[src/hw/rtl/uor_pkg.sv]
`default_nettype none

package uor_pkg;

    localparam int TIMER_W    = 16;
    localparam int DIST_W     = 11;
    localparam int HIT_W      = 8;
    localparam int SUB_W      = 6;
    localparam int CFG_IDX_W  = 2;
    localparam int CFG_DATA_W = 16;
    localparam int IN_DATA_W  = 8;
    localparam int OUT_DATA_W = 16;

    localparam int TIMER_BITS    = 16;
    localparam int GAP_TICKS     = 250;
    localparam int TRIGGER_TICKS = 20;
    localparam int TICKS_PER_CM  = 58;
    localparam int CM_RAW        = ((1 << TIMER_BITS) - 1) / TICKS_PER_CM;
    localparam int CM_MAX        = (CM_RAW > 2047) ? 2047 : CM_RAW;
    localparam int HIT_MAX       = (1 << HIT_W) - 1;

    localparam logic [CFG_IDX_W-1:0] REG_MAX_RANGE   = 2'd0;
    localparam logic [CFG_IDX_W-1:0] REG_HITS_NEEDED = 2'd1;
    localparam logic [CFG_IDX_W-1:0] REG_ECHO_TMO    = 2'd2;

    localparam logic [DIST_W-1:0]  MAX_RANGE_RST   = 11'd50;
    localparam logic [HIT_W-1:0]   HITS_NEEDED_RST = 8'd3;
    localparam logic [TIMER_W-1:0] ECHO_TMO_RST    = 16'd30000;

    typedef enum logic [1:0] {
        PH_GAP,
        PH_TRIG,
        PH_RISE,
        PH_MEAS
    } phase_t;

    typedef struct packed {
        logic [DIST_W-1:0]  max_range_cm;
        logic [HIT_W-1:0]   hits_needed;
        logic [TIMER_W-1:0] echo_start_timeout;
    } uor_cfg_t;

    typedef struct packed {
        logic              measure_done;
        logic              obstacle;
        logic [DIST_W-1:0] distance_cm;
        logic              trigger_level;
    } uor_result_t;

endpackage

`default_nettype wire

[src/hw/rtl/uor_cfg.sv]
`default_nettype none

module uor_cfg
    import uor_pkg::*;
(
    input  wire logic                  clk,
    input  wire logic                  rst_n,
    input  wire logic                  cfg_valid,
    output logic                       cfg_ready,
    input  wire logic [CFG_IDX_W-1:0]  cfg_index,
    input  wire logic [CFG_DATA_W-1:0] cfg_data,
    output uor_cfg_t                   cfg
);

    uor_cfg_t cfg_reg;
    uor_cfg_t cfg_next;

    assign cfg_ready = 1'b1;
    assign cfg       = cfg_reg;

    always_comb
    begin
        cfg_next = cfg_reg;
        if (cfg_valid)
        begin
            unique case (cfg_index)
                REG_MAX_RANGE:   cfg_next.max_range_cm       = cfg_data[DIST_W-1:0];
                REG_HITS_NEEDED: cfg_next.hits_needed        = cfg_data[HIT_W-1:0];
                REG_ECHO_TMO:    cfg_next.echo_start_timeout = cfg_data[TIMER_W-1:0];
                default:         cfg_next = cfg_reg;
            endcase
        end
    end

    always_ff @(posedge clk or negedge rst_n)
    begin
        if (!rst_n)
        begin
            cfg_reg.max_range_cm       <= MAX_RANGE_RST;
            cfg_reg.hits_needed        <= HITS_NEEDED_RST;
            cfg_reg.echo_start_timeout <= ECHO_TMO_RST;
        end
        else
        begin
            cfg_reg <= cfg_next;
        end
    end

endmodule

`default_nettype wire

[src/hw/rtl/uor_core.sv]
`default_nettype none

module uor_core
    import uor_pkg::*;
(
    input  wire logic clk,
    input  wire logic rst_n,
    input  wire logic step,
    input  wire logic echo,
    input  wire logic enable,
    input  wire uor_cfg_t cfg,
    output uor_result_t result
);

    phase_t              phase_reg, phase_next;
    logic [TIMER_W-1:0]  timer_reg, timer_next;
    logic [DIST_W-1:0]   cm_reg, cm_next;
    logic [SUB_W-1:0]    sub_reg, sub_next;
    logic [DIST_W-1:0]   last_reg, last_next;
    logic [HIT_W-1:0]    hit_reg, hit_next;
    logic                flag_reg, flag_next;

    logic [TIMER_W:0]    timer_inc;
    logic [SUB_W-1:0]    sub_inc;
    logic                sub_wrap;
    logic                rise_timeout;
    logic                done;
    logic                trig;
    logic [DIST_W-1:0]   finish_dist;
    logic [HIT_W-1:0]    hit_bumped;

    assign timer_inc    = {1'b0, timer_reg} + 1'b1;
    assign sub_inc      = sub_reg + 1'b1;
    assign sub_wrap     = (sub_inc >= SUB_W'(TICKS_PER_CM));
    assign rise_timeout = (timer_inc >= {1'b0, cfg.echo_start_timeout});
    assign done         = enable && (((phase_reg == PH_RISE) && !echo && rise_timeout)
                                  || ((phase_reg == PH_MEAS) && !echo));
    assign finish_dist  = (phase_reg == PH_MEAS) ? cm_reg : '0;
    assign hit_bumped   = (hit_reg == HIT_W'(HIT_MAX)) ? hit_reg : hit_reg + 1'b1;

    // phase sequencing
    always_comb
    begin
        phase_next = phase_reg;
        timer_next = timer_reg;
        if (!enable)
        begin
            phase_next = PH_GAP;
            timer_next = '0;
        end
        else
        begin
            unique case (phase_reg)
                PH_TRIG:
                begin
                    if (timer_inc >= (TIMER_W+1)'(TRIGGER_TICKS))
                    begin
                        phase_next = PH_RISE;
                        timer_next = '0;
                    end
                    else
                    begin
                        timer_next = timer_inc[TIMER_W-1:0];
                    end
                end
                PH_RISE:
                begin
                    if (echo)
                    begin
                        phase_next = PH_MEAS;
                        timer_next = '0;
                    end
                    else if (rise_timeout)
                    begin
                        phase_next = PH_GAP;
                        timer_next = '0;
                    end
                    else
                    begin
                        timer_next = timer_inc[TIMER_W-1:0];
                    end
                end
                PH_MEAS:
                begin
                    if (!echo)
                    begin
                        phase_next = PH_GAP;
                        timer_next = '0;
                    end
                end
                default:
                begin
                    if (timer_inc >= (TIMER_W+1)'(GAP_TICKS))
                    begin
                        phase_next = PH_TRIG;
                        timer_next = '0;
                    end
                    else
                    begin
                        phase_next = PH_GAP;
                        timer_next = timer_inc[TIMER_W-1:0];
                    end
                end
            endcase
        end
    end

    // width count, hit count and result
    always_comb
    begin
        cm_next   = cm_reg;
        sub_next  = sub_reg;
        last_next = last_reg;
        hit_next  = hit_reg;
        flag_next = flag_reg;
        trig      = 1'b0;
        if (!enable)
        begin
            cm_next  = '0;
            sub_next = '0;
        end
        else
        begin
            unique case (phase_reg)
                PH_TRIG:
                begin
                    trig = 1'b1;
                end
                PH_RISE:
                begin
                    if (echo)
                    begin
                        cm_next  = '0;
                        sub_next = SUB_W'(1);
                    end
                    else if (rise_timeout)
                    begin
                        cm_next  = '0;
                        sub_next = '0;
                    end
                end
                PH_MEAS:
                begin
                    if (echo)
                    begin
                        if (sub_wrap)
                        begin
                            sub_next = '0;
                            if (cm_reg != DIST_W'(CM_MAX))
                            begin
                                cm_next = cm_reg + 1'b1;
                            end
                        end
                        else
                        begin
                            sub_next = sub_inc;
                        end
                    end
                    else
                    begin
                        cm_next  = '0;
                        sub_next = '0;
                    end
                end
                default:
                begin
                    trig = 1'b0;
                end
            endcase
        end

        if (done)
        begin
            last_next = finish_dist;
            if (finish_dist != '0)
            begin
                if (finish_dist <= cfg.max_range_cm)
                begin
                    hit_next = hit_bumped;
                    if (hit_bumped >= cfg.hits_needed)
                    begin
                        flag_next = 1'b1;
                    end
                end
                else
                begin
                    hit_next  = '0;
                    flag_next = 1'b0;
                end
            end
        end

        result.trigger_level = trig;
        result.distance_cm   = last_next;
        result.obstacle      = flag_next;
        result.measure_done  = done;
    end

    always_ff @(posedge clk or negedge rst_n)
    begin
        if (!rst_n)
        begin
            phase_reg <= PH_GAP;
            timer_reg <= '0;
            cm_reg    <= '0;
            sub_reg   <= '0;
            last_reg  <= '0;
            hit_reg   <= '0;
            flag_reg  <= 1'b0;
        end
        else if (step)
        begin
            phase_reg <= phase_next;
            timer_reg <= timer_next;
            cm_reg    <= cm_next;
            sub_reg   <= sub_next;
            last_reg  <= last_next;
            hit_reg   <= hit_next;
            flag_reg  <= flag_next;
        end
    end

endmodule

`default_nettype wire

[src/hw/rtl/ultrasonic_obstacle_ranger.sv]
// Channel   Direction  Handshake              Payload
// s_*       in         s_tvalid / s_tready    echo and enable, one request per tick
// m_*       out        m_tvalid / m_tready    trigger, distance, obstacle, done
// cfg_*     in         cfg_valid / cfg_ready  register index and write data
//
// One request per cycle sustained while m_tready is high; a request's result passes
// through the input register, then the result register.
// Each request steps the ranging phase machine once; one update per cycle while unstalled.
// Reset (rst_n low, asynchronous) returns to the idle gap with counts cleared.
// A stalled result holds in the result register; the input register still takes
// one request, then holds it until the stall clears.
`default_nettype none

module ultrasonic_obstacle_ranger
    import uor_pkg::*;
(
    input  wire logic                  clk,
    input  wire logic                  rst_n,
    input  wire logic                  s_tvalid,
    output logic                       s_tready,
    input  wire logic [IN_DATA_W-1:0]  s_tdata,   // [0] echo_level, [1] enable
    output logic                       m_tvalid,
    input  wire logic                  m_tready,
    output logic [OUT_DATA_W-1:0]      m_tdata,   // [0] trigger_level, [11:1] distance_cm,
                                                  // [12] obstacle, [13] measure_done
    input  wire logic                  cfg_valid,
    output logic                       cfg_ready,
    input  wire logic [CFG_IDX_W-1:0]  cfg_index,
    input  wire logic [CFG_DATA_W-1:0] cfg_data
);

    uor_cfg_t    cfg;
    uor_result_t result;

    logic        in_valid_reg, in_valid_next;
    logic        in_echo_reg;
    logic        in_enable_reg;
    logic        out_valid_reg, out_valid_next;
    uor_result_t out_reg;
    logic        s_accept;
    logic        advance;

    assign advance  = in_valid_reg && (!out_valid_reg || m_tready);
    assign s_tready = !in_valid_reg || advance;
    assign s_accept = s_tvalid && s_tready;

    assign in_valid_next  = s_accept || (in_valid_reg && !advance);
    assign out_valid_next = advance || (out_valid_reg && !m_tready);

    uor_cfg u_cfg (
        .clk       (clk),
        .rst_n     (rst_n),
        .cfg_valid (cfg_valid),
        .cfg_ready (cfg_ready),
        .cfg_index (cfg_index),
        .cfg_data  (cfg_data),
        .cfg       (cfg)
    );

    uor_core u_core (
        .clk    (clk),
        .rst_n  (rst_n),
        .step   (advance),
        .echo   (in_echo_reg),
        .enable (in_enable_reg),
        .cfg    (cfg),
        .result (result)
    );

    always_ff @(posedge clk or negedge rst_n)
    begin
        if (!rst_n)
        begin
            in_valid_reg  <= 1'b0;
            out_valid_reg <= 1'b0;
        end
        else
        begin
            in_valid_reg  <= in_valid_next;
            out_valid_reg <= out_valid_next;
        end
    end

    always_ff @(posedge clk or negedge rst_n)
    begin
        if (!rst_n)
        begin
            in_echo_reg   <= 1'b0;
            in_enable_reg <= 1'b0;
        end
        else if (s_accept)
        begin
            in_echo_reg   <= s_tdata[0];
            in_enable_reg <= s_tdata[1];
        end
    end

    always_ff @(posedge clk or negedge rst_n)
    begin
        if (!rst_n)
        begin
            out_reg <= '0;
        end
        else if (advance)
        begin
            out_reg <= result;
        end
    end

    assign m_tvalid = out_valid_reg;
    assign m_tdata  = {2'b00, out_reg.measure_done, out_reg.obstacle,
                       out_reg.distance_cm, out_reg.trigger_level};

    a_done_no_trig: assert property (@(posedge clk) disable iff (!rst_n)
        advance |-> !(result.measure_done && result.trigger_level))
        else $error("measurement completes on a trigger tick");

    a_flag_on_done: assert property (@(posedge clk) disable iff (!rst_n)
        (advance && (result.obstacle != out_reg.obstacle)) |-> result.measure_done)
        else $error("obstacle flag changed without a completed measurement");

    a_dist_on_done: assert property (@(posedge clk) disable iff (!rst_n)
        (advance && (result.distance_cm != out_reg.distance_cm)) |-> result.measure_done)
        else $error("distance changed without a completed measurement");

    a_in_hold: assert property (@(posedge clk) disable iff (!rst_n)
        (in_valid_reg && !advance) |=> (in_valid_reg && $stable(in_echo_reg)
                                        && $stable(in_enable_reg)))
        else $error("held request lost or overwritten");

    a_disabled_quiet: assert property (@(posedge clk) disable iff (!rst_n)
        (advance && !in_enable_reg) |-> (!result.trigger_level && !result.measure_done))
        else $error("activity while disabled");

endmodule

`default_nettype wire
[config.mk]
export PLATFORM = sky130hd
export DESIGN_NAME = ultrasonic_obstacle_ranger
export DESIGN_NICKNAME = d
export VERILOG_FILES = /design/src/hw/rtl/uor_pkg.sv /design/src/hw/rtl/uor_cfg.sv /design/src/hw/rtl/uor_core.sv /design/src/hw/rtl/ultrasonic_obstacle_ranger.sv
export SDC_FILE = /design/constraint.sdc
export NUM_CORES = 1
export LEC_CHECK = 0
export ABC_AREA = 1
export BUFFER_PORTS_ARGS = -buffer_cell sky130_fd_sc_hd__buf_2
export CAP_MARGIN = 10
export CORE_UTILIZATION = 45
export CTS_BUF_LIST = sky130_fd_sc_hd__clkbuf_4 sky130_fd_sc_hd__clkbuf_8
export DETAILED_ROUTE_END_ITERATION = 10
export PLACE_DENSITY_LB_ADDON = 0.3
export SETUP_SLACK_MARGIN = 0.05
export SYNTH_ARGS = -nofsm -noshare
export SYNTH_HDL_FRONTEND = slang
export SYNTH_SLANG_ARGS = --single-unit
[constraint.sdc]
create_clock -name clk -period 4.05 [get_ports clk]
set_input_delay 0.2025 -clock clk [delete_from_list [all_inputs] [get_ports clk]]
set_output_delay 0.2025 -clock clk [all_outputs]
set_load 0.01 [all_outputs]
---- Word-level counts from Yosys, hierarchy flattened ----
Index checks and enable logic that the tools add are counted.
word-level totals
  output and inout port bits .............. 19
  bits in registers ....................... 96
  logic and storage cells ................. 104
cells by class
  reduce and logical (&&, ||, !) cells .... 30
  mux-type cells .......................... 34
  equality and inequality tests ........... 14
  add/subtract/negate cells ............... 4
  order comparisons ....................... 6
operator list
  operator                                                             count
  two-way mux 16 bit                                                   6
  two-way mux 11 bit                                                   7
  one-hot mux 16 bit (3 select lines)                                  1
  two-way mux 6 bit                                                    5
  one-hot mux 11 bit (2 select lines)                                  1
  adder 16 x 1 -> 17 bit (second input constant)                       1
  greater-or-equal comparator 17 x 16 -> 1 bit                         1
  greater-or-equal comparator 17 x 5 -> 1 bit (second input constant)  1
  greater-or-equal comparator 17 x 8 -> 1 bit (second input constant)  1
  two-way mux 8 bit                                                    2
  one-hot mux 6 bit (2 select lines)                                   1
  adder 11 x 1 -> 11 bit (second input constant)                       1
  less-or-equal comparator 11 bit                                      1
  inequality test 11 bit (second input constant)                       1
  nonzero test 11 bit                                                  1
  two-way mux 2 bit                                                    5
  AND reduction 2 bit                                                  5
  adder 8 x 1 -> 8 bit (second input constant)                         1
  equality test 8 bit (second input constant)                          1
  greater-or-equal comparator 8 bit                                    1
  logical AND 1 bit                                                    8
  inequality test 4 x 3 -> 1 bit (second input constant)               2
  AND reduction 4 bit                                                  2
  adder 6 x 1 -> 6 bit (second input constant)                         1
  15 further kinds                                                     31

---- Longest topological paths before layout ----
Gate-level depths: netlist of the first run.
  word-level depth ........................ 6
  mapped depth ............................ 22

---- Modules after synthesis ----
A second synthesis of the first run with hierarchy kept.
unflattened totals
  cells, all modules ...................... 925
  area, all modules ....................... 7064.3 µm²
modules (own cells, without submodules)
  module                      area each (µm²)  times used  cells an instance
  uor_core                    4764.6           1           685
  uor_cfg                     1577.8           1           159
  ultrasonic_obstacle_ranger  721.9            1           81

---- Least setup slack after synthesis of the first run ----
OpenSTA, ideal clock, no wires.
  path type ............................... reg-to-reg
  start point ............................. register u_core.timer_reg[0]
  end point ............................... register u_core.cm_reg[7]
  cell stages (with the launch flop) ...... 19
  slack ................................... 1451 ps
  arrival ................................. 2482 ps
  period minus slack after synthesis ...... 2599 ps
  buffers on the path ..................... 1
  path through ............................ dfrtp_1 ha_1 nand2_2 nor2_4 nand2_1 nand2_1 nand2_1 inv_1 ha_1 nand2_1 nor4_1 nand4_1 nand4_2 nand2_4 inv_4 nand2_4 buf_6 nand2_1 nand2_1
on the way
  cells in the longest elaborated chain, start to end .. 4
ends and longest elaborated chain
  what                                          line             RTL
  start, declared                               uor_core.sv:16   logic [TIMER_W-1:0] timer_reg, timer_next;
  start signal, assigned                        uor_core.sv:214  timer_reg <= timer_next;
  adder 16 x 1 -> 17 bit                        uor_core.sv:32   assign timer_inc = {1'b0, timer_reg} + 1'b1;
  greater-or-equal comparator 17 x 16 -> 1 bit  uor_core.sv:35   assign rise_timeout = (timer_inc >= {1'b0, cfg.echo_start_timeout});
  inequality test 4 x 3 -> 1 bit (no line)      -
  AND reduction 5 bit (no line)                 -
  end signal, assigned                          uor_core.sv:215  cm_reg <= cm_next;
  end, declared                                 uor_core.sv:17   logic [DIST_W-1:0] cm_reg, cm_next;
No other way between the ends.
A chain may end at the register's enable or synchronous reset.

---- Final worst setup path of the first run ----
  start point ............................. register u_core.timer_reg[0]
  end point ............................... register u_core.last_reg[3]
on the way
  cells in the longest elaborated chain, start to end .. 6
ends and longest elaborated chain
  what                                          line             RTL
  adder 16 x 1 -> 17 bit                        uor_core.sv:32
  greater-or-equal comparator 17 x 16 -> 1 bit  uor_core.sv:35
  logical AND 1 bit                             uor_core.sv:36   assign done = enable && (((phase_reg == PH_RISE) && !echo && rise_timeout)
  logical OR 1 bit                              uor_core.sv:37   || ((phase_reg == PH_MEAS) && !echo));
  logical AND 1 bit                             uor_core.sv:36
  AND reduction 2 bit (no line)                 -
  end signal, assigned                          uor_core.sv:217  last_reg <= last_next;
  end, declared                                 uor_core.sv:19   logic [DIST_W-1:0] last_reg, last_next;
No other way between the ends.

==> results by group, run 1 <==
STA
  • Setup WS post-layout: 0.817 ns
  • Post-route clock period utilization: 79.8%
  • Hold_ws: 0.0203 ns
  • Post-Route Skew: 0.0162 ns
  • Slew HR: 31.1%
  • Final hold vios: 0
  • Unrepaired setup endpoints after global routing: false
  • Final setup viols: 0
  • Setup Total Neg Slack: 0 ns
  • Fmax: 0.309 GHz
  • Worst-margin pin slew: 1.03 ns
  • Count of pins over their slew limit: 0
  • Period minus WS final: 3.23 ns

Placement
  • Place WS: 0.866 ns
  • IO Port Bufs: 40
  • Final GP Congestion: 0.903
  • DP Wirelength: 10.6 mm
  • Inst Count DP: 1,048

Final layout
  • N_diodes: 0
  • Area grow syn2layout: 8.42%
  • Max reg flops: 35
  • Filler cell count: 1,415
  • Nets@finish: 957
  • Non-Filler Instances: 1,065
  • Layout cells sized above 1: 12.6%

Pwr
  • Sw frac: 35.2%
  • Clk pwr share: 27.8%
  • Power per cell area: 341 nW/um^2
  • Combinational Power Share: 22.7%
  • Sequential Power Share: 49.4%
  • Pleak: 3.47 nW
  • Maximum vdd drop: 265 uV
  • Int Pwr: 1.49 mW
  • Sw power: 0.806 mW

Logic synthesis
  • Predominant post-synthesis flop cell: dfrtp_1
  • Netlist cell types: 41
  • Post-synth EDFFs: 0
  • Syn avg cell area: 7.31 sq um
  • Post-synthesis register bit count: 96
  • Sequential fraction of the synthesis area: 39.0%
  • Yosys top cell area share: 33.9%
  • Syn Std Cell Area: 6200 sq um
  • Synth top area cells: dfrtp_1 (34%), nand2_1 (14%), ha_1 (8.5%), inv_1 (7.6%), dfstp_2 (5.1%)
  • Area leader, netlist: dfrtp_1
  • Yosys warning count: 0
  • Post-Synthesis Cells: 848
  • Most common cell in the netlist: nand2_1
  • Synth async-reset ratio: 100%
  • Commonest cells post-synth: nand2_1 (225), inv_1 (126), dfrtp_1 (84)

GRT
  • Largest net degree at the start of global routing: 67
  • Initial antenna violation count: 0
  • GR Util All Layers: 21.2%
  • Total gr overflow: 0
  • Global-route wire length before repair: 24.1 mm
  • Vias in the first global route: 5,045

Critical path
  • CP Data Arrival Time: 3.52 ns
  • Endpoint type of the worst setup path: register
  • R2R Setup Slk: 0.82 ns
  • Worst setup SP type: register
  • Critical setup path kind: register to register
  • Worst-path fanout max: 14
  • Critical Path RT: 4.34 ns

Clocking
  • Root Buffer: clkbuf_8
  • Post-CTS sizing: 0
  • Max Buffers Root-to-Sink: 2
  • CTS tree: done
  • Worst skew pair latency: 0.40 ns
  • Postcts setup bufs: 0
  • Post-CTS Hold Buffers: 1
  • Num CTS Buffers: 9
  • Clk sink count: 96
  • Reg clk slew, reported paths: 0.11 ns
  • H-tree levels: 3

Route
  • Vias per Instance: 5.05
  • Router iterations before antenna repair: 5
  • DR WL/cell: 13.2 microns
  • Via count: 5,376
  • Final WL: 14.1 mm
  • DRC viols: 0
  • Antenna-violating nets left: 0
  • DRT iter0 DRCs: 282

Die
  • Initial Util: 46.4%
  • Chip Width: 119 microns
  • Die height: 119 microns
  • Core ar.: 13,300 sq um
  • Die ar.: 14,200 sq um
  • IO Pins: 50
  • Placement Rows: 42

Worst hold path
  • Hold Crit Class: primary input to register

Run status
  • Status: complete, no violations

Flow run
  • Max Cap Violations: 0
==> final timing paths <==
path                                startpoint            endpoint  depth (start not counted)
setup reg to reg           u_core.timer_reg[0]  u_core.last_reg[3]                         18
min in group asynchronous                rst_n       u_cfg.cfg[22]                          2
setup / recovery           u_core.timer_reg[0]  u_core.last_reg[3]                         18
hold / removal                    cfg_data[14]       u_cfg.cfg[14]                          3
hold reg to reg                    m_tdata[13]         m_tdata[13]                          2
max in group asynchronous                rst_n   u_core.sub_reg[2]                          3
==> worst max-delay path, stage by stage, from the launching register on <==
cell and delay (ns):
dfrtp_1 0.45, ha_1 0.21, nand2_2 0.10, nor2_1 0.26, nand2_1 0.13, nand2_1 0.09
nand2_1 0.07, inv_2 0.11, ha_1 0.27, a21oi_1 0.15, o21ai_0 0.09, a21oi_1 0.14
nor2_1 0.07, nor2_2 0.21, nand4_2 0.20, nand2_2 0.28, inv_2 0.14, nand2_1 0.09
nand2_1 0.06
==> stage by stage <==
stage,cell area (sq um),util [%],total power [mW]
finish,6720,50.3,2.29
global route,6720,50.3,2.44
CTS,6720,50.3,2.31
detailed placement,6520,48.9,1.68
global placement,6520,48.9,1.66
floorplan,6200,-,1.54
==> placed cells by master (no fill, tap or decap), drive strengths merged <==
master and count:
nand2 234, inv 140, dfrtp 84, nor2 78, o21ai 73, nand3 59, buf 44, ha 42
a21oi 30, nand4 28, nor3 17, dfstp 12, clkbuf 10, xor2 8, nor4 8, conb 3
xnor2 2, nand3b 2, or2 2, o2111ai 2, a41oi 1, o211ai 1, o21bai 1, clkinv 1
or3b 1, o41ai 1, o31ai 1, mux2 1, and2 1, clkinvlp 1, dlygate4sd3 1
==> metal layers <==
layer / share of wire [%] / global-route usage [%] / up-vias
met5: 0 / 0 / -
met1: 48 / 28.9 / 2487
met3: 3.2 / 3.59 / 16
met2: 48 / 34.4 / 78
met4: 1.5 / 6.64 / 0
li1: - / - / 2795
==> cell type report <==
cell class / instances / area, sq um / share of cell area (%)
repair buffers: 45 / 243 / 3.61
clock buffers: 10 / 131 / 1.96
clock inverters: 6 / 56.3 / 0.838
inverters: 136 / 513 / 7.64
well taps: 176 / 220 / 3.28
multi-input cells: 596 / 3140 / 46.7
flip-flops and latches: 96 / 2420 / 36.0
==> power by group through the flow <==
stage / registers (mW) / logic [mW] / clock network, mW
2_1_floorplan: 1.13 / 0.409 / 0
3_3_place_gp: 1.15 / 0.516 / 0
3_5_place_dp: 1.15 / 0.527 / 0
4_1_cts: 1.13 / 0.529 / 0.653
5_1_grt: 1.15 / 0.610 / 0.684
6_report: 1.13 / 0.521 / 0.638
==> cell families (layout without fill, tap and decap cells) <==
kind of cell / Yosys count / in the layout / synth area share [%]
other: 2 / 3 / 0.121
muxes: 1 / 1 / 0.182
DFF: 96 / 96 / 39.0
xor gates and xnor gates: 10 / 10 / 1.41
AOI/OAI and AO/OA: 110 / 110 / 9.25
adders and majority gates: 42 / 42 / 8.48
and+or+nand+nor: 430 / 430 / 31.1
buffers and inverters: 157 / 197 / 10.4
Power figures use the tool's default switching activity.
==> run 2: changes to the inputs <==
--- a/config.mk
+++ b/config.mk
@@ -5,7 +5,7 @@
 export SDC_FILE = /design/constraint.sdc
 export NUM_CORES = 1
 export LEC_CHECK = 0
-export ABC_AREA = 1
+export ABC_AREA = 0
 export BUFFER_PORTS_ARGS = -buffer_cell sky130_fd_sc_hd__buf_2
 export CAP_MARGIN = 10
 export CORE_UTILIZATION = 45
==> constraint.sdc (replaced) <==
create_clock -name clk -period 2.8 [get_ports clk]
set_input_delay 0.14 -clock clk [delete_from_list [all_inputs] [get_ports clk]]
set_output_delay 0.14 -clock clk [all_outputs]
set_load 0.01 [all_outputs]
==> results by group, run 2 <==
Run status
  • Status: finished, violations left
  • Failing checks: setup timing

STA
  • Hold_ws: 0.0227 ns
  • Post-Route Skew: 0.0160 ns
  • Slew HR: 41.4%
  • Final hold vios: 0
  • Setup Total Neg Slack: -21.38 ns
  • Fmax: 0.305 GHz
  • Setup WS post-layout: -0.479 ns
  • Final setup viols: 56
  • Period minus WS final: 3.28 ns
  • Unrepaired setup endpoints after global routing: true
  • Count of pins over their slew limit: 0
  • Post-route clock period utilization: 117%
  • Worst-margin pin slew: 0.877 ns

Route
  • DRT iter0 DRCs: 273
  • Router iterations before antenna repair: 5
  • Via count: 5,292
  • Final WL: 15.8 mm
  • Vias per Instance: 5.62
  • DR WL/cell: 16.8 microns
  • Antenna-violating nets left: 0
  • DRC viols: 0

Placement
  • IO Port Bufs: 40
  • Final GP Congestion: 0.848
  • DP Wirelength: 11.3 mm
  • Place WS: -0.550 ns

Final layout
  • Max reg flops: 35
  • N_diodes: 0
  • Layout cells sized above 1: 33.8%
  • Nets@finish: 834
  • Area grow syn2layout: 27.0%
  • Highest-count cells in the layout ignoring fill and taps: buf_4 (84), dfrtp_1 (79), inv_1 (46)
  • Layout Utilization: 58.6%
  • Most common cell after layout, fill and taps aside: buf_4

Clocking
  • Root Buffer: clkbuf_8
  • Worst skew pair latency: 0.39 ns
  • Num CTS Buffers: 9
  • Reg clk slew, reported paths: 0.10 ns
  • Max Buffers Root-to-Sink: 2
  • CTS tree: done
  • Clk sink count: 96
  • H-tree levels: 3

GRT
  • GR Util All Layers: 22.9%
  • Largest net degree at the start of global routing: 51
  • Vias in the first global route: 5,271
  • Initial antenna violation count: 0
  • Total gr overflow: 0
  • Global-route wire length before repair: 25.6 mm

Critical path
  • Worst setup SP type: register
  • CP top delay family: simple AND/OR/NAND/NOR gates
  • CP Data Arrival Time: 3.61 ns
  • Most frequent CP cell: buf_4
  • Worst-path fanout max: 5
  • Critical path's slowest cell: dfrtp_2
  • Endpoint type of the worst setup path: register
  • Worst path bufs/invs: 5
  • Critical Path RT: 3.13 ns
  • Critical Path Max Stage Delay: 0.40 ns
  • Critical setup path kind: register to register
  • Cells along the critical path: buf_4 > nand2_2 > o31a_1 > or2_2 > ha_1 > nand4_1 > buf_4 > nor4_4 > a21oi_2 > o2111ai_4 > nand4_1 > buf_4 > buf_6 > buf_4 > nor3b_2 > a21o_1

Logic synthesis
  • Synth top area cells: dfrtp_1 (34%), ha_1 (8.6%), mux2_2 (7.2%), dfstp_2 (5.1%), nand2_1 (2.9%)
  • Syn Std Cell Area: 6130 sq um
  • Yosys warning count: 0
  • Post-synth EDFFs: 0
  • Area leader, netlist: dfrtp_1
  • Sequential fraction of the synthesis area: 39.4%
  • Synth async-reset ratio: 100%
  • Yosys top cell area share: 34.3%
  • Post-Synthesis Cells: 632
  • Post-synthesis register bit count: 96
  • Most common cell in the netlist: dfrtp_1
  • Netlist cell types: 72
  • Commonest cells post-synth: dfrtp_1 (84), nand2_1 (47), inv_1 (46)
  • Predominant post-synthesis flop cell: dfrtp_1
  • Syn avg cell area: 9.71 sq um

Pwr
  • Maximum vdd drop: 263 uV
  • Tot Pwr: 3.90 mW
  • Pleak: 3.85 nW
  • Power per cell area: 500 nW/um^2

Die
  • Die height: 119 microns
  • Die ar.: 14,100 sq um
  • IO Pins: 50
  • Chip Width: 119 microns
  • Core ar.: 13,300 sq um
  • Initial Util: 46.1%
  • Placement Rows: 42

Flow run
  • Max Cap Violations: 0

Worst hold path
  • Hold Crit Class: primary input to register
[run 2: path summary, 6_finish.rpt]
path / startpoint / end / slack (ns) / depth (start not counted)
worst max-delay path: u_core.timer_reg[0] / u_core.hit_reg[1] / -0.48 / 16
min in group asynchronous: rst_n / u_core.hit_reg[6] / 0.30 / 2
max in group asynchronous: rst_n / u_cfg.cfg[10] / 1.65 / 3
worst max register to register: u_core.timer_reg[0] / u_core.hit_reg[1] / -0.48 / 16
worst min register to register: u_core.sub_reg[5] / u_core.sub_reg[5] / 0.49 / 1
worst min-delay path: cfg_data[2] / u_cfg.cfg[26] / 0.02 / 3
[run 2: worst min-delay path, cell delays in order]
cell     delay (ns)
buf_2          0.11
nand2_1        0.05
o21ai_0        0.07
[run 2: power breakdown]
group | internal (mW) | total [mW] | switching [mW]
Combinational | 0.590 | 1.24 | 0.646
Clock | 0.437 | 0.978 | 0.541
Sequential | 1.55 | 1.68 | 0.129
[run 2: layout make-up]
class / count / area (sq um)
clock buffers: 10 / 131
clock inverters: 6 / 77.6
fillers: 1132 / 5510
inverters: 46 / 173
multi-input cells: 456 / 3620
flip-flops and latches: 96 / 2420
well taps: 176 / 220
repair buffers: 152 / 1150
[run 2: kinds of logic after synthesis]
family                     Yosys count  share of synthesized area [%]
other                                2                          0.122
muxes                               41                           7.51
AOI/OAI and AO/OA                  133                           15.9
buffers and inverters               81                           6.00
xor gates and xnor gates            18                           2.57
adders and majority gates           42                           8.57
DFF                                 96                           39.4
and+or+nand+nor                    219                           20.0
[run 2: layer usage]
layer / GRT usage [%] / vias to the layer above / routed length, microns
met3: 3.76 / 36 / 603
met4: 9.97 / 0 / 508
met2: 38.3 / 121 / 7720
met5: 0 / - / 0
met1: 29.2 / 2599 / 6990
li1: - / 2536 / -
[run 2: through the flow]
step,std cells,instance area (sq um)
finish,942,7790
detailed placement,891,7080
global placement,891,7080
floorplan,633,6280
CTS,933,7570
global route,942,7790
[run 2: repair_timing]
action	4_1_cts	5_1_grt
resized for setup	13	31
buffers inserted	8	10
setup endpoints to repair	56	56
hold buffers	17	0
hold endpoints to repair	59	0
pin swaps	10	17
cloned	1	1
